$ cat config.mk
export PLATFORM = sky130hd
export DESIGN_NAME = pc_scancode_decoder_fifo
export DESIGN_NICKNAME = d
export VERILOG_FILES = /design/src/pcsd_pkg.sv /design/src/pcsd_decode.sv /design/src/pcsd_ring.sv /design/src/pc_scancode_decoder_fifo.sv
export VERILOG_INCLUDE_DIRS = /design/src /design/src/src
export SDC_FILE = /design/constraint.sdc
export NUM_CORES = 1
export LEC_CHECK = 0
export BUFFER_PORTS_ARGS = -buffer_cell sky130_fd_sc_hd__buf_2
export CAP_MARGIN = 20
export CORE_ASPECT_RATIO = 1.75
export CORE_MARGIN = 5
export CORE_UTILIZATION = 50
export CTS_CLUSTER_DIAMETER = 150
export CTS_CLUSTER_SIZE = 24
export DETAILED_ROUTE_END_ITERATION = 8
export PLACE_DENSITY = 0.66
export SYNTH_ARGS = -nofsm -noshare
export SYNTH_HDL_FRONTEND = slang
export SYNTH_SLANG_ARGS = --single-unit
export TNS_END_PERCENT = 1
$ cat constraint.sdc
create_clock -name i_clk -period 2.9 [get_ports i_clk]
set_input_delay 0.58 -clock i_clk [delete_from_list [all_inputs] [get_ports i_clk]]
set_output_delay 0.58 -clock i_clk [all_outputs]
set_load 0.01 [all_outputs]
$ cat src/pc_scancode_decoder_fifo_macros.svh
// Assertion macros shared by the scancode decoder RTL.
// No dependencies; included by the modules that carry assertions.
`ifndef PC_SCANCODE_DECODER_FIFO_MACROS_SVH
`define PC_SCANCODE_DECODER_FIFO_MACROS_SVH

// Same-cycle implication, ignored while reset is asserted.
`define PCSD_ASSERT_IMPL(label, clk, rst_n, ante, cons) \
    label: assert property (@(posedge clk) disable iff (!(rst_n)) (ante) |-> (cons)) \
        else $error("%m: same-cycle check failed");

// Next-cycle implication, ignored while reset is asserted.
`define PCSD_ASSERT_NEXT(label, clk, rst_n, ante, cons) \
    label: assert property (@(posedge clk) disable iff (!(rst_n)) (ante) |=> (cons)) \
        else $error("%m: next-cycle check failed");

`endif

$ cat src/pcsd_pkg.sv
// Package for the PC scancode decoder: item types, command codes and scancode constants.
// No dependencies; imported by every module of the block.
`timescale 1ns / 1ps

package pcsd_pkg;

    localparam logic [1:0] MODE_BYTE  = 2'd0;
    localparam logic [1:0] MODE_DRAIN = 2'd1;
    localparam logic [1:0] MODE_FLUSH = 2'd2;

    localparam logic [7:0] SC_EXTEND       = 8'hE0;
    localparam logic [7:0] SC_PAUSE_PREFIX = 8'hE1;
    localparam logic [7:0] SC_PAUSE_MAKE   = 8'h1D;
    localparam logic [7:0] SC_PAUSE_BREAK  = 8'h9D;
    localparam logic [7:0] PAUSE_CODE_RST  = 8'd97;
    localparam logic [1:0] PAUSE_LEN       = 2'd2;

    typedef struct packed {
        logic [1:0] mode;
        logic [7:0] scan_byte;
    } t_in_item;

    typedef struct packed {
        logic [7:0] key_code;
        logic       pressed;
        logic       last;
    } t_out_item;

    typedef struct packed {
        logic       valid;
        logic [7:0] code;
        logic       press;
    } t_key_event;

    typedef struct packed {
        logic push;
        logic drain;
        logic flush;
    } t_ring_cmd;

    typedef enum logic [0:0] {
        ST_IDLE,
        ST_DRAIN
    } t_drain_state;

endpackage

$ cat src/pcsd_decode.sv
// Set-1 scancode byte decoder holding the extended flag and the Pause countdown.
// Depends on pcsd_pkg.
`timescale 1ns / 1ps

module pcsd_decode
    import pcsd_pkg::*;
(
    input  logic       i_clk,
    input  logic       i_rst_n,
    input  logic       i_take,
    input  logic [7:0] i_byte,
    input  logic [7:0] i_pause_code,
    output t_key_event o_event
);

    logic       r_ext;
    logic       n_ext;
    logic [1:0] r_cd;
    logic [1:0] n_cd;

    always_comb begin
        n_ext         = r_ext;
        n_cd          = r_cd;
        o_event.valid = 1'b0;
        o_event.code  = {r_ext, i_byte[6:0]};
        o_event.press = ~i_byte[7];
        priority if (i_byte == SC_EXTEND) begin
            n_ext = 1'b1;
        end else if (r_cd != 2'd0) begin
            n_cd = r_cd - 2'd1;
            if (i_byte == SC_PAUSE_MAKE || i_byte == SC_PAUSE_BREAK) begin
                o_event.valid = 1'b1;
                o_event.code  = i_pause_code;
                o_event.press = (i_byte == SC_PAUSE_MAKE);
                n_ext         = 1'b0;
            end
        end else if (i_byte == SC_PAUSE_PREFIX) begin
            n_cd = PAUSE_LEN;
        end else begin
            o_event.valid = 1'b1;
            n_ext         = 1'b0;
        end
    end

    always_ff @(posedge i_clk) begin
        if (!i_rst_n) begin
            r_ext <= 1'b0;
            r_cd  <= 2'd0;
        end else if (i_take) begin
            r_ext <= n_ext;
            r_cd  <= n_cd;
        end
    end

endmodule

$ cat src/pcsd_ring.sv
// Key event ring: one synchronous memory, read and write pointers and the drain sequencer.
// Depends on pcsd_pkg and pc_scancode_decoder_fifo_macros.svh.
`timescale 1ns / 1ps

module pcsd_ring
    import pcsd_pkg::*;
#(
    parameter int DEPTH = 32
) (
    input  logic       i_clk,
    input  logic       i_rst_n,
    input  t_ring_cmd  i_cmd,
    input  logic [7:0] i_code,
    input  logic       i_press,
    output logic       o_busy,
    output logic       o_strobe,
    output t_out_item  o_result
);

`include "pc_scancode_decoder_fifo_macros.svh"

    localparam int PW = $clog2(DEPTH);

    logic [8:0]    r_mem [DEPTH];
    logic [8:0]    r_rdata;
    logic [PW-1:0] r_rd;
    logic [PW-1:0] n_rd;
    logic [PW-1:0] r_wr;
    logic [PW-1:0] n_wr;
    t_drain_state  r_state;
    t_drain_state  n_state;
    logic          r_strobe;
    logic          n_strobe;
    logic          r_last;
    logic          n_last;
    logic [PW-1:0] rd_nxt;
    logic [PW-1:0] wr_nxt;
    logic          full;
    logic          wr_en;
    logic          rd_en;

    assign rd_nxt = (r_rd == PW'(DEPTH - 1)) ? '0 : r_rd + 1'b1;
    assign wr_nxt = (r_wr == PW'(DEPTH - 1)) ? '0 : r_wr + 1'b1;
    assign full   = (wr_nxt == r_rd);
    assign wr_en  = i_cmd.push && !full && (r_state == ST_IDLE);
    assign rd_en  = (r_state == ST_DRAIN);

    always_ff @(posedge i_clk) begin
        if (wr_en) begin
            r_mem[r_wr] <= {i_code, i_press};
        end
    end

    always_ff @(posedge i_clk) begin
        if (rd_en) begin
            r_rdata <= r_mem[r_rd];
        end
    end

    always_comb begin
        n_state  = r_state;
        n_rd     = r_rd;
        n_wr     = r_wr;
        n_strobe = 1'b0;
        n_last   = r_last;
        unique case (r_state)
            ST_IDLE: begin
                if (i_cmd.flush) begin
                    n_rd = '0;
                    n_wr = '0;
                end else if (wr_en) begin
                    n_wr = wr_nxt;
                end else if (i_cmd.drain && (r_rd != r_wr)) begin
                    n_state = ST_DRAIN;
                end
            end
            ST_DRAIN: begin
                n_rd     = rd_nxt;
                n_strobe = 1'b1;
                n_last   = (rd_nxt == r_wr);
                if (rd_nxt == r_wr) begin
                    n_state = ST_IDLE;
                end
            end
        endcase
    end

    always_ff @(posedge i_clk) begin
        if (!i_rst_n) begin
            r_state  <= ST_IDLE;
            r_rd     <= '0;
            r_wr     <= '0;
            r_strobe <= 1'b0;
        end else begin
            r_state  <= n_state;
            r_rd     <= n_rd;
            r_wr     <= n_wr;
            r_strobe <= n_strobe;
        end
        r_last <= n_last;
    end

    assign o_busy            = (r_state == ST_DRAIN);
    assign o_strobe          = r_strobe;
    assign o_result.key_code = r_rdata[8:1];
    assign o_result.pressed  = r_rdata[0];
    assign o_result.last     = r_last;

    `PCSD_ASSERT_IMPL(a_no_rw_overlap, i_clk, i_rst_n, rd_en, !wr_en)
    `PCSD_ASSERT_NEXT(a_strobe_follows_read, i_clk, i_rst_n, rd_en, r_strobe)
    `PCSD_ASSERT_IMPL(a_drain_not_empty, i_clk, i_rst_n, rd_en, r_rd != r_wr)
    `PCSD_ASSERT_IMPL(a_last_leaves_empty, i_clk, i_rst_n, r_strobe && r_last, r_rd == r_wr)

endmodule

$ cat src/pc_scancode_decoder_fifo.sv
// Top level of the PC set-1 scancode decoder with its key event ring.
// Depends on pcsd_pkg, pcsd_decode and pcsd_ring.
//
//   Channel   Ports                   Handshake
//   input     start, busy, i_item     taken when start is high and busy is low
//   result    o_strobe, o_result      valid for one cycle while o_strobe is high
//   config    i_cfg_we, i_cfg_wdata   pause_code written when i_cfg_we is high
//
// A scancode byte or a flush item never raises busy.
// A drain of n queued events holds busy high while they are read out, and the
// events appear one per cycle, paced by the single read port of the event memory.
// Reset is synchronous and needs no clearing pass; the memory is not cleared.
// The receiver cannot stall, so a drain always runs at one event per cycle.
`timescale 1ns / 1ps

module pc_scancode_decoder_fifo
    import pcsd_pkg::*;
#(
    parameter int QUEUE_DEPTH = 32
) (
    input  logic       i_clk,
    input  logic       i_rst_n,
    input  logic       start,
    output logic       busy,
    input  t_in_item   i_item,
    input  logic       i_cfg_we,
    input  logic [7:0] i_cfg_wdata,
    output logic       o_strobe,
    output t_out_item  o_result
);

    logic [7:0] r_pause_code;
    logic       accept;
    logic       take_byte;
    t_key_event key_event;
    t_ring_cmd  ring_cmd;

    always_ff @(posedge i_clk) begin
        if (!i_rst_n) begin
            r_pause_code <= PAUSE_CODE_RST;
        end else if (i_cfg_we) begin
            r_pause_code <= i_cfg_wdata;
        end
    end

    assign accept         = start && !busy;
    assign take_byte      = accept && (i_item.mode == MODE_BYTE);
    assign ring_cmd.push  = take_byte && key_event.valid;
    assign ring_cmd.drain = accept && (i_item.mode == MODE_DRAIN);
    assign ring_cmd.flush = accept && (i_item.mode == MODE_FLUSH);

    pcsd_decode u_decode (
        .i_clk        (i_clk),
        .i_rst_n      (i_rst_n),
        .i_take       (take_byte),
        .i_byte       (i_item.scan_byte),
        .i_pause_code (r_pause_code),
        .o_event      (key_event)
    );

    pcsd_ring #(
        .DEPTH (QUEUE_DEPTH)
    ) u_ring (
        .i_clk    (i_clk),
        .i_rst_n  (i_rst_n),
        .i_cmd    (ring_cmd),
        .i_code   (key_event.code),
        .i_press  (key_event.press),
        .o_busy   (busy),
        .o_strobe (o_strobe),
        .o_result (o_result)
    );

endmodule

# After elaboration in Yosys (flattened, before gate mapping)
# Memory sizes are Yosys's and may differ from the RTL's. A register that Yosys moved wholly into a read port is not among the register bits.
# Cells that the tools add are included.
totals:
  ram_bits: 288
  n_memories: 1
  in_bits: 22
  reg_bits: 24
  elab_cells: 72
  out_inout_bits: 12
mem_list:
  columns: ["memory", "words", "word_bits", "read_ports", "rd_clocked_by_memory_dff", "write_ports", "line", "text"]
  rows:
  - ["u_ring.r_mem", 32, 9, 1, 1, 1, "pcsd_ring.sv:24", "logic [8:0] r_mem [DEPTH];"]
op_classes:
  n_eq_ne: 14
  add_sub_neg: 3
  reduce_logical: 18
  n_bitwise: 3
  mux: 25
ops:
  columns: ["op", "n"]
  rows:
  - ["$mux W5", 5]
  - ["$eq A8 B8 Y1 const B", 3]
  - ["$mux W10", 2]
  - ["$mux W1", 13]
  - ["$add A5 B1 Y5 const B", 2]
  - ["$eq A5 B5 Y1", 2]
  - ["$eq A5 B5 Y1 const B", 2]
  - ["$pmux W5 S2", 1]
  - ["$mux W9", 1]
  - ["$eq A8 B5 Y1 const B", 1]
  - ["$logic_and A1 B1 Y1", 8]
  - ["$reduce_and A3 Y1", 2]
  - ["$reduce_bool A2 Y1", 3]
  - ["$ne A5 B5 Y1", 1]
  - ["$mux W2", 2]
  - ["$ne A3 B1 Y1 const B", 1]
  - ["$ne A3 B2 Y1 const B", 1]
  - ["$not A1 Y1", 3]
  - ["$eq A2 B1 Y1 const B", 1]
  - ["$eq A2 B2 Y1 const B", 1]
  - ["$logic_not A1 Y1", 2]
  - ["$logic_not A2 Y1", 1]
  - ["$ne A2 B2 Y1 const B", 1]
  - ["$pmux W1 S2", 1]
  - ["3 further kinds", 3]

# Depth between registers and ports, before layout
# Gate-level depths: netlist (run 1).
logic_depth:
  word_depth: 11
  ltp_mapped: 11
  ltp_nobuf: 9

# Hierarchy
# From an unflattened synthesis (run 1), not the netlist that was laid out.
unflattened:
  hier_cells: 645
  hier_area_um2: 13017.5
modules_own_cells:
  columns: ["module", "area_per_inst_um2", "instances", "cells_each"]
  rows:
  - ["pcsd_ring", 12363.1, 1, 578]
  - ["pc_scancode_decoder_fifo", 342.8, 1, 30]
  - ["pcsd_decode", 311.5, 1, 37]

# Worst setup path after synthesis (run 1)
# No wires, ideal clock.
synth_path:
  kind: "register to register"
  from: "register u_ring.r_wr[3]"
  to: "memory u_ring.r_mem[10][0], enable pin"
  stages_incl_launch_ff: 11
  synth_period_minus_slack_ns: 2.662
  setup_time_ns: 0.338
  arrival_ns: 2.324
  required_time_ns: 2.562
  path_buffers: 3
  slack_ns: 0.238
  cell_sequence: "dfxtp_1 clkbuf_1 clkbuf_1 and3_1 ha_1 nor2b_1 mux2i_1 xor2_1 a41oi_2 clkbuf_1 and3_1"
synth_between:
  elab_chain_cells: 8
  word_cells_on_any_way: 9
  cone_classes: "add/sub: 1; eq/ne: 2; mux: 3; reduce/logical: 3"
synth_rtl:
  columns: ["element", "line", "text"]
  rows:
  - ["from (decl)", "pcsd_ring.sv:28", "logic [PW-1:0] r_wr;"]
  - ["from (signal assigned)", "pcsd_ring.sv:97", "r_wr <= n_wr;"]
  - ["$add A5 B1 Y5 / $eq A5 B5 Y1 (equally long branches)", "pcsd_ring.sv:43", "assign wr_nxt = (r_wr == PW'(DEPTH - 1)) ? '0 : r_wr + 1'b1;"]
  - ["$mux W5", "pcsd_ring.sv:43", null]
  - ["$eq A5 B5 Y1", "pcsd_ring.sv:44", "assign full = (wr_nxt == r_rd);"]
  - ["$logic_not A1 Y1", "pcsd_ring.sv:45", "assign wr_en = i_cmd.push && !full && (r_state == ST_IDLE);"]
  - ["$logic_and A1 B1 Y1 (2 in series)", "pcsd_ring.sv:45", null]
  - ["$mux W1", "pcsd_ring.sv:49", "if (wr_en) begin"]
  - ["$mux W1 (implied by the code)", "pcsd_ring.sv:50", "r_mem[r_wr] <= {i_code, i_press};"]
  - ["to (decl)", "pcsd_ring.sv:24", null]
# Parallel ways exist; a longest one is shown, timed or not.

# Worst setup path after layout (run 1)
layout_path:
  from: "register u_decode.r_cd[0]"
  to: "memory u_ring.r_mem[10][6], enable pin"
layout_between:
  elab_chain_cells: 8
layout_rtl:
  columns: ["element", "line", "text"]
  rows:
  - ["from (decl)", "pcsd_decode.sv:18", "logic [1:0] r_cd;"]
  - ["from (signal assigned)", "pcsd_decode.sv:51", "r_cd <= n_cd;"]
  - ["$reduce_bool A2 Y1", "pcsd_decode.sv:29", "end else if (r_cd != 2'd0) begin"]
  - ["$mux W1", "pcsd_decode.sv:29", null]
  - ["$mux W10", "pcsd_decode.sv:27", "priority if (i_byte == SC_EXTEND) begin"]
  - ["$logic_and A1 B1 Y1", "pc_scancode_decoder_fifo.sv:48", "assign ring_cmd.push = take_byte && key_event.valid;"]
  - ["$logic_and A1 B1 Y1 (2 in series)", "pcsd_ring.sv:45", null]
  - ["$mux W1", "pcsd_ring.sv:49", null]
  - ["$mux W1 (implied by the code)", "pcsd_ring.sv:50", null]
# No other way between the ends.

==> impl_metrics.yaml, run 1 <==
power_and_ir_drop:
  ir_drop_v: 0.000372
  total_power_mw: 7.81
  power.density_mw_per_mm2: 553
  power.leakage_nw: 4.58
synthesis:
  ys_seq_elements: 321
  syn_avg_cell_area_um2: 19.7
  synth-async-reset-ratio: 0
  synth_flop_cell: "edfxtp_1"
  yosysMostFrequentCell: "edfxtp_1"
  synthDistinctLibCells: 49
  yosys_warnings: 0
  synth_commonest_cells: "edfxtp_1 (298), mux4_2 (90), nand2_1 (40), and3_1 (36), dfxtp_1 (23)"
  synth_area_leaders: "edfxtp_1 (69%), mux4_2 (16%), dfxtp_1 (3.6%), and3_1 (1.7%), nand2_1 (1.2%)"
  synthesis.nets: 690
  seq_area_frac_synth: 0.726
  synth_edf_count: 298
  yosysTopAreaCell: "edfxtp_1"
  synth.top_cell.area_share: 0.691
  synth_area_mm2: 0.0130
  synthCells: 658
floorplan:
  die_x_um: 132
  ioPinCount: 34
  dieArea_mm2: 0.0294
  num_rows: 78
  initial_core_util: 0.503
  core_mm2: 0.0258
  fp.dieH_um: 223
cts:
  clk-insertion-delay-late_ns: 0.52
  cts_setup_buffers: 0
  cts_tree: "yes"
  clkTransAtPathRegs_ns: 0.10
  cts_htree_levels: 1
  cts_resized: 0
  cts_num_sinks: 321
  root_buffer: "clkbuf_16"
  cts_buffer_depth: 3
  numCtsBuffers: 17
  ctsHoldBuffers: 0
cells_and_area:
  drive_gt1_frac: 0.249
  layout.nets: 729
  diodes: 0
  fill_cells: 1972
  stdcell_area_mm2: 0.0141
  area_delta_synth_final_pct: 9.02
grt:
  grt_pass1_vias: 6615
  antenna_found_initial: 0
  overflow: 0
  grt_max_degree: 43
  track_usage: 0.216
  grt_pass1_wl_mm: 46.0
sta:
  rsz0062_at_grt: "false"
  fin_skew_ns: 0.0168
  hold_viol: 0
  period_share: 0.937
  tightestPinTransition_ns: 0.938
  drv_slew: 0
  setup_viol: 0
  fin_crit_ns: 2.72
  slew_headroom: 0.374
  finalSetupTns_ns: 0
  fmax_mhz: 368
critical_path:
  rrSetupSlack_ns: 0.18
  crit_type: "register to register"
  crit_required_ns: 3.06
  critPathLaunchType: "register"
  reg2reg_to: "u_ring.r_mem[10][6]$_DFFE_PP_"
  slowest_stage: "and3_1"
  crit_fanout: 42
  reg2reg_from: "u_decode.r_cd[0]$_SDFFE_PN0P_"
  crit_path_end: "u_ring.r_mem[10][6]$_DFFE_PP_"
  crit_start: "u_decode.r_cd[0]$_SDFFE_PN0P_"
  cpPeakStageDelay_ns: 0.46
  rr_worst_depth: 8
  arrival_ns: 2.88
  cp_cell_sequence: "inv_1 -> ha_1 -> nor4b_1 -> and4_1 -> o21ai_0 -> a41oi_2 -> buf_12 -> and3_1"
  cp-end-kind: "register"
drt:
  drc: 0
  route.met2.wl_mm: 17.9
  routed_wirelength_mm: 31.6
  wl_met3_mm: 1.48
  initialDrtViolationCount: 674
  drt-met1-wl_mm: 11.1
  dr.pass1.iters: 5
  via_per_inst: 6.34
  drt-wirelength-per-cell_um: 30.9
  postRouteAntennaNets: 0
  vias: 6478
  topRoutingLayerUsed: "met4"
placed_design:
  place.gp.congestion: 0.958
  dp_hpwl_mm: 21.1
  dpl-instance-area_mm2: 0.0137
  io_buffers: 33
min_path:
  hp-start: "i_cfg_wdata[0]"
  hold_path.class: "primary input to register"
job:
  maxCapViolations: 0
run_status:
  status: "finished, final reports clean"
-- report_power, final --
part           leakage [nW]  internal (mW)  total [mW]  switching [mW]
registers              2.89           5.05        5.06         0.00746
logic                  1.47         0.0794       0.248           0.169
clock network         0.227           1.10        2.50            1.40
-- critical path, delay by kind of cell, from the launching register on --
kind	cells	cell delay (ns)
AND/OR/NAND/NOR	3	1.09
buffers and inverters	2	0.31
AO/OA/AOI/OAI	2	0.37
adder cells (fa/ha/maj)	1	0.22
flip-flops	1	0.34
-- metrics by stage --
step	std cells	hold WS, ns	util	setup slack [ns]
after floorplan	658	0.442	-	0.238
after global placement	998	0.468	0.530	0.177
after detailed placement	998	0.463	0.530	0.0627
after CTS	1022	0.257	0.548	0.186
after global routing	1022	0.292	0.548	0.0589
final	1022	0.272	0.548	0.181
-- layout make-up --
class,count,area [um2],share of cell area
inverter,9,33.8,0.00239
sequential,321,9420,0.667
timing repair buffer,58,478,0.0338
clock buffer,22,444,0.0315
tap,320,400,0.0284
multi-input combinational,290,3320,0.235
clock inverter,2,25.0,0.00177
-- metal layers --
metal / track usage / vias to the layer above
met1: 0.257 / 3436
met5: 0 / -
met4: 0.0714 / 0
li1: - / 2737
met2: 0.407 / 257
met3: 0.0219 / 48
-- worst min-delay path by stage --
| stage | end | slack [ns] | cells after the start |
|---|---|---|---|
| floorplan | r_pause_code[0]$_SDFFE_PN1P_ | 0.44 | 2 |
| global placement | r_pause_code[5]$_SDFFE_PN1P_ | 0.47 | 2 |
| detailed placement | r_pause_code[0]$_SDFFE_PN1P_ | 0.46 | 2 |
| CTS | r_pause_code[0]$_SDFFE_PN1P_ | 0.26 | 3 |
| global route | r_pause_code[6]$_SDFFE_PN1P_ | 0.29 | 3 |
| finish | r_pause_code[0]$_SDFFE_PN1P_ | 0.27 | 3 |
-- flip-flops by register name (all words and copies together), names as in the netlist --
signal and count:
u_ring.r_last 1, u_decode.r_ext 1, u_ring.o_busy 1, u_ring.r_rdata 9
u_ring.o_strobe 1, u_ring.r_mem 288, u_ring.r_rd 5, u_decode.r_cd 2
r_pause_code 8, u_ring.r_wr 5
-- cells in the final DEF (no fill, tap or decap), drive strengths merged, types with 2 or more instances in the layout --
cell type / Yosys / layout
edfxtp: 298 / 298
mux4: 90 / 90
buf: 18 / 58
nand2: 40 / 40
and3: 36 / 36
dfxtp: 23 / 23
clkbuf: 20 / 22
nor2: 15 / 15
o21ai: 12 / 12
mux2i: 11 / 11
xor2: 10 / 10
ha: 10 / 10
inv: 9 / 10
nand3: 8 / 8
nor2b: 6 / 6
nor3b: 6 / 6
o21a: 5 / 5
xnor2: 4 / 4
a21o: 3 / 3
nor3: 3 / 3
nor4: 3 / 3
nand2b: 2 / 2
or3: 2 / 2
and2: 2 / 2
and3b: 2 / 2
a41oi: 2 / 2
-- cells by family after synthesis --
kind of cell               synth area share
DFF                                   0.726
buffers and inverters                0.0174
adders and majority gates           0.00966
and+or+nand+nor                      0.0535
muxes                                 0.166
AOI/OAI and AO/OA                    0.0178
xor gates and xnor gates            0.00947
No activity file was read; power rests on OpenSTA's default activity.
==> run 2: changes to the inputs <==
--- a/config.mk
+++ b/config.mk
@@ -6,15 +6,16 @@
 export SDC_FILE = /design/constraint.sdc
 export NUM_CORES = 1
 export LEC_CHECK = 0
+export ABC_AREA = 0
 export BUFFER_PORTS_ARGS = -buffer_cell sky130_fd_sc_hd__buf_2
 export CAP_MARGIN = 20
 export CORE_ASPECT_RATIO = 1.75
 export CORE_MARGIN = 5
-export CORE_UTILIZATION = 50
+export CORE_UTILIZATION = 55
 export CTS_CLUSTER_DIAMETER = 150
 export CTS_CLUSTER_SIZE = 24
 export DETAILED_ROUTE_END_ITERATION = 8
-export PLACE_DENSITY = 0.66
+export PLACE_DENSITY = 0.72
 export SYNTH_ARGS = -nofsm -noshare
 export SYNTH_HDL_FRONTEND = slang
 export SYNTH_SLANG_ARGS = --single-unit
==> run 2 against run 1 <==
Die area shrank 8.6%. Core utilization grew 5.6 points. Clock skew grew 0.0019 ns. Clock power shrank 3%. Final area shrank 0.25%. Critical endpoint is now u_ring.r_mem[23][3]$_DFFE_PP_.
==> impl_metrics.yaml, run 2 (synthesis results as in run 1) <==
run_status:
  status: "finished, final reports clean"
drt:
  vias: 6441
  dr.pass1.iters: 5
  via_per_inst: 6.40
  routed_wirelength_mm: 30.8
  drt-wirelength-per-cell_um: 30.6
  drc: 0
  postRouteAntennaNets: 0
  initialDrtViolationCount: 643
sta:
  rsz0062_at_grt: "false"
  period_share: 0.941
  hold_viol: 0
  finalSetupTns_ns: 0
  fin_crit_ns: 2.73
  setup_viol: 0
  fin_skew_ns: 0.0188
  drv_slew: 0
  fmax_mhz: 366
  tightestPinTransition_ns: 0.868
  slew_headroom: 0.421
cells_and_area:
  final_common_cell: "edfxtp_1"
  drive_gt1_frac: 0.296
  largest_reg_flops: 288
  top_regs: "u_ring.r_mem: 288 flops, u_ring.r_rdata: 9 flops, r_pause_code: 8 flops"
  final_cell_mix: "edfxtp_1 (298), mux4_2 (90), nand2_1 (40)"
  area_delta_synth_final_pct: 8.75
  layout.nets: 730
  largest-register: "u_ring.r_mem"
  diodes: 0
  stdcell_area_mm2: 0.0141
floorplan:
  die_x_um: 126
  initial_core_util: 0.555
  num_rows: 74
  dieArea_mm2: 0.0268
  core_mm2: 0.0233
  fp.dieH_um: 213
  ioPinCount: 34
critical_path:
  worst-path-stages: 8
  cpPeakStageDelay_ns: 0.38
  crit_fanout: 42
  cp_top_family: "simple AND/OR/NAND/NOR gates"
  critPathLaunchType: "register"
  slowest_stage: "and3_2"
  rr_worst_depth: 8
  critPathBufInv: 2
  arrival_ns: 2.92
  crit_required_ns: 3.09
  cp_cell_sequence: "inv_1 -> ha_1 -> nor4b_1 -> and4_1 -> o21ai_0 -> a41oi_2 -> buf_12 -> and3_2"
  crit_type: "register to register"
  cp-end-kind: "register"
placed_design:
  place.gp.congestion: 0.930
  io_buffers: 33
  dpl-instance-area_mm2: 0.0136
  dp_hpwl_mm: 20.8
job:
  maxCapViolations: 0
grt:
  grt_pass1_wl_mm: 45.0
  track_usage: 0.234
  grt_max_degree: 50
  antenna_found_initial: 1
  grt_pass1_vias: 6668
  overflow: 0
power_and_ir_drop:
  power.leakage_nw: 4.56
  ir_drop_v: 0.000431
  power.density_mw_per_mm2: 549
min_path:
  hold_path.class: "primary input to register"
  whs_path_depth: 3
cts:
  cts_num_sinks: 321
  numCtsBuffers: 17
  cts_tree: "yes"
  cts_buffer_depth: 3
  clk-insertion-delay-late_ns: 0.51
  clkTransAtPathRegs_ns: 0.09
  cts_setup_buffers: 0
  root_buffer: "clkbuf_16"
  cts_htree_levels: 1
[run 2: what timing repair did]
item                       in CTS  in global routing
setup endpoints to repair       9                272
hold endpoints to repair        0                  0
hold buffers                    0                  0
resized for setup               1                 31
[run 2: metrics by stage]
step	total power [mW]	setup slack, ns	std cells	utilization	hold WS (ns)
after global routing	8.01	0.0579	1007	0.604	0.308
after detailed placement	5.42	-0.156	983	0.582	0.476
final	7.74	0.171	1007	0.604	0.294
after floorplan	5.29	0.238	658	-	0.442
after global placement	5.41	0.0686	983	0.582	0.476
after CTS	7.78	0.0246	1007	0.602	0.281
[run 2: layer usage]
layer | wire [um] | up-vias | GRT usage
met5 | 0 | - | 0
met4 | 1630 | 0 | 0.112
met3 | 1830 | 61 | 0.0268
met2 | 16800 | 331 | 0.428
met1 | 10500 | 3315 | 0.275
li1 | - | 2734 | -
[run 2: path summary, 6_finish.rpt]
| kind | startpoint | end | slack, ns |
|---|---|---|---|
| hold / removal | i_cfg_wdata[0] | r_pause_code[0]$_SDFFE_PN1P_ | 0.29 |
| setup reg to reg | u_decode.r_cd[0]$_SDFFE_PN0P_ | u_ring.r_mem[23][3]$_DFFE_PP_ | 0.17 |
| setup / recovery | u_decode.r_cd[0]$_SDFFE_PN0P_ | u_ring.r_mem[23][3]$_DFFE_PP_ | 0.17 |
| hold reg to reg | r_pause_code[5]$_SDFFE_PN1P_ | r_pause_code[5]$_SDFFE_PN1P_ | 0.49 |
[run 2: where the power goes]
group,internal [mW],leakage (nW),switching (mW)
clock network,1.10,0.227,1.33
logic,0.0769,1.44,0.171
registers,5.05,2.89,0.00813
[run 2: tightest hold or removal path: stages]
cell and delay, ns:
buf_2 0.07, mux2i_1 0.05, nand2_1 0.06
[run 2: layout make-up]
type	instances	area, um2
clock buffer	22	444
clock inverter	2	25.0
fill	1661	9250
inverter	9	33.8
multi-input combinational	290	3360
sequential	321	9420
tap	304	380
timing repair buffer	59	423
==> run 3: changes to the inputs <==
--- a/config.mk
+++ b/config.mk
@@ -15,7 +15,7 @@
 export CTS_CLUSTER_DIAMETER = 150
 export CTS_CLUSTER_SIZE = 24
 export DETAILED_ROUTE_END_ITERATION = 8
-export PLACE_DENSITY = 0.72
+export PLACE_DENSITY = 0.74
 export SYNTH_ARGS = -nofsm -noshare
 export SYNTH_HDL_FRONTEND = slang
 export SYNTH_SLANG_ARGS = --single-unit
==> constraint.sdc (replaced) <==
create_clock -name i_clk -period 2.5 [get_ports i_clk]
set_input_delay 0.5 -clock i_clk [delete_from_list [all_inputs] [get_ports i_clk]]
set_output_delay 0.5 -clock i_clk [all_outputs]
set_load 0.01 [all_outputs]
==> run 3 against run 2 <==
Combinational power increased by 27%. Maximum frequency rose by 12%. Via count up 2.4%. Non-clock buffer count increased by 28. Sequential share of layout area is 2.0 points lower. Hold slack worse by 0.068 ns. Critical path depth rose by 2. Critical endpoint is now u_ring.r_mem[29][7]$_DFFE_PP_.
==> impl_metrics.yaml, run 3 (synthesis results as in run 1) <==
run_status:
  status: "finished, final reports clean"
power_and_ir_drop:
  total_power_mw: 9.05
  power_frac_seq: 0.649
  comb_power_share: 0.035
  power.leakage_nw: 4.69
  ir_drop_v: 0.000567
  power.density_mw_per_mm2: 623
  p_sw_mw: 1.80
  clockPowerShare: 0.317
  p_int_mw: 7.25
  sw_frac_of_total: 0.199
drt:
  drc: 0
  routed_wirelength_mm: 32.0
  drt-met1-wl_mm: 10.4
  topRoutingLayerUsed: "met4"
  postRouteAntennaNets: 0
  dr.pass1.iters: 5
  vias: 6594
  route.met2.wl_mm: 17.8
  wl_met3_mm: 1.45
  drt-wirelength-per-cell_um: 30.9
  via_per_inst: 6.36
  initialDrtViolationCount: 616
cts:
  clk-insertion-delay-late_ns: 0.52
  cts_tree: "yes"
  cts_num_sinks: 321
  cts_buffer_depth: 3
  cts_htree_levels: 1
  numCtsBuffers: 17
  clkTransAtPathRegs_ns: 0.09
  root_buffer: "clkbuf_16"
cells_and_area:
  top_regs: "u_ring.r_mem: 288 flops, u_ring.r_rdata: 9 flops, r_pause_code: 8 flops"
  final_cell_mix: "edfxtp_1 (298), mux4_2 (90), nand2_1 (40), buf_4 (40), buf_2 (33)"
  drive_gt1_frac: 0.332
  final_common_cell: "edfxtp_1"
  largest_reg_flops: 288
  final_util: 0.623
  area_delta_synth_final_pct: 12.2
  largest-register: "u_ring.r_mem"
  diodes: 0
  fill_cells: 1641
  layout.nets: 759
  instances_no_fill: 1036
critical_path:
  arrival_ns: 2.72
  cp-end-kind: "register"
  crit_type: "register to register"
  crit_required_ns: 2.78
  rrSetupSlack_ns: 0.05
  crit_fanout: 16
  reg2reg_to: "u_ring.r_mem[29][7]$_DFFE_PP_"
  critPathLaunchType: "register"
  crit_start: "u_ring.r_wr[0]$_SDFFE_PN0P_"
  reg2reg_from: "u_ring.r_wr[0]$_SDFFE_PN0P_"
  crit_path_end: "u_ring.r_mem[29][7]$_DFFE_PP_"
  rr_worst_depth: 10
min_path:
  hold_path.class: "primary input to register"
  hp-start: "i_cfg_wdata[6]"
sta:
  hold_viol: 0
  fin_crit_ns: 2.45
  fin_skew_ns: 0.0218
  fmax_mhz: 409
  slew_headroom: 0.446
  period_share: 0.978
  setup_viol: 0
  drv_slew: 0
  tightestPinTransition_ns: 0.829
  rsz0062_at_grt: "true"
floorplan:
  ioPinCount: 34
  fp.dieH_um: 213
  core_mm2: 0.0233
  dieArea_mm2: 0.0268
  num_rows: 74
  die_x_um: 126
  initial_core_util: 0.555
grt:
  overflow: 0
  grt_pass1_vias: 6828
  track_usage: 0.239
  grt_max_degree: 33
  grt_pass1_wl_mm: 45.8
  antenna_found_initial: 0
placed_design:
  place.gp.congestion: 0.943
  dp.cells: 1009
  io_buffers: 33
  dp_hpwl_mm: 21.7
job:
  maxCapViolations: 0
[run 3: final cells by class]
type	instances	area, um2	area share
Clock buffer	22	444	0.0306
Timing Repair Buffer	87	711	0.0489
Multi-Input combinational cell	291	3520	0.242
Clock inverter	2	25.0	0.00172
Tap cell	304	380	0.0262
Inverter	9	33.8	0.00232
Sequential cell	321	9420	0.648
[run 3: through the flow]
| stage | hold WS (ns) | setup WS, ns | instance area, um2 | TNS [ns] |
|---|---|---|---|---|
| after CTS | 0.215 | 0.0225 | 14400 | 0 |
| final | 0.225 | 0.0542 | 14500 | 0 |
| after detailed placement | 0.478 | -0.113 | 13900 | -25.30 |
| after global routing | 0.225 | -0.0450 | 14500 | -0.0450 |
| after floorplan | 0.442 | 0.0199 | 13000 | 0 |
| after global placement | 0.457 | -0.0608 | 13900 | -12.02 |
[run 3: worst max-delay path, stage by stage, from the launching register on]
cell and delay, ns:
dfxtp_2 0.34, buf_4 0.16, ha_2 0.21, xnor2_2 0.16
or4b_4 0.48, o311ai_2 0.09, a41oi_2 0.15, buf_6 0.17
buf_12 0.15, and3_4 0.18, buf_12 0.14
[run 3: timing repair]
action,4_1_cts,5_1_grt
hold buffers,0,0
pin swaps,0,5
cloned,0,2
setup endpoints to repair,288,291
gates resized for setup,17,31
setup buffers,0,1
hold endpoints to repair,0,0
[run 3: metal layers]
layer / global-route usage / vias up
met5: 0 / -
met2: 0.443 / 273
met4: 0.143 / 0
li1: - / 2817
met3: 0.0233 / 99
met1: 0.265 / 3405
[run 3: worst min path at each step]
stage | to | slack, ns | cells past startpoint
after floorplan | r_pause_code[0]$_SDFFE_PN1P_ | 0.44 | 2
after global placement | r_pause_code[6]$_SDFFE_PN1P_ | 0.46 | 2
after detailed placement | r_pause_code[6]$_SDFFE_PN1P_ | 0.48 | 2
after CTS | r_pause_code[6]$_SDFFE_PN1P_ | 0.21 | 3
after global routing | r_pause_code[6]$_SDFFE_PN1P_ | 0.22 | 3
final | r_pause_code[6]$_SDFFE_PN1P_ | 0.23 | 3
[run 3: power by group through the flow]
stage,sequential [mW],clock (mW),combinational [mW]
4_1_cts,5.87,2.90,0.307
5_1_grt,5.87,3.11,0.332
3_5_place_dp,5.99,0,0.304
2_1_floorplan,5.99,0,0.139
6_report,5.87,2.87,0.315
3_3_place_gp,5.99,0,0.298
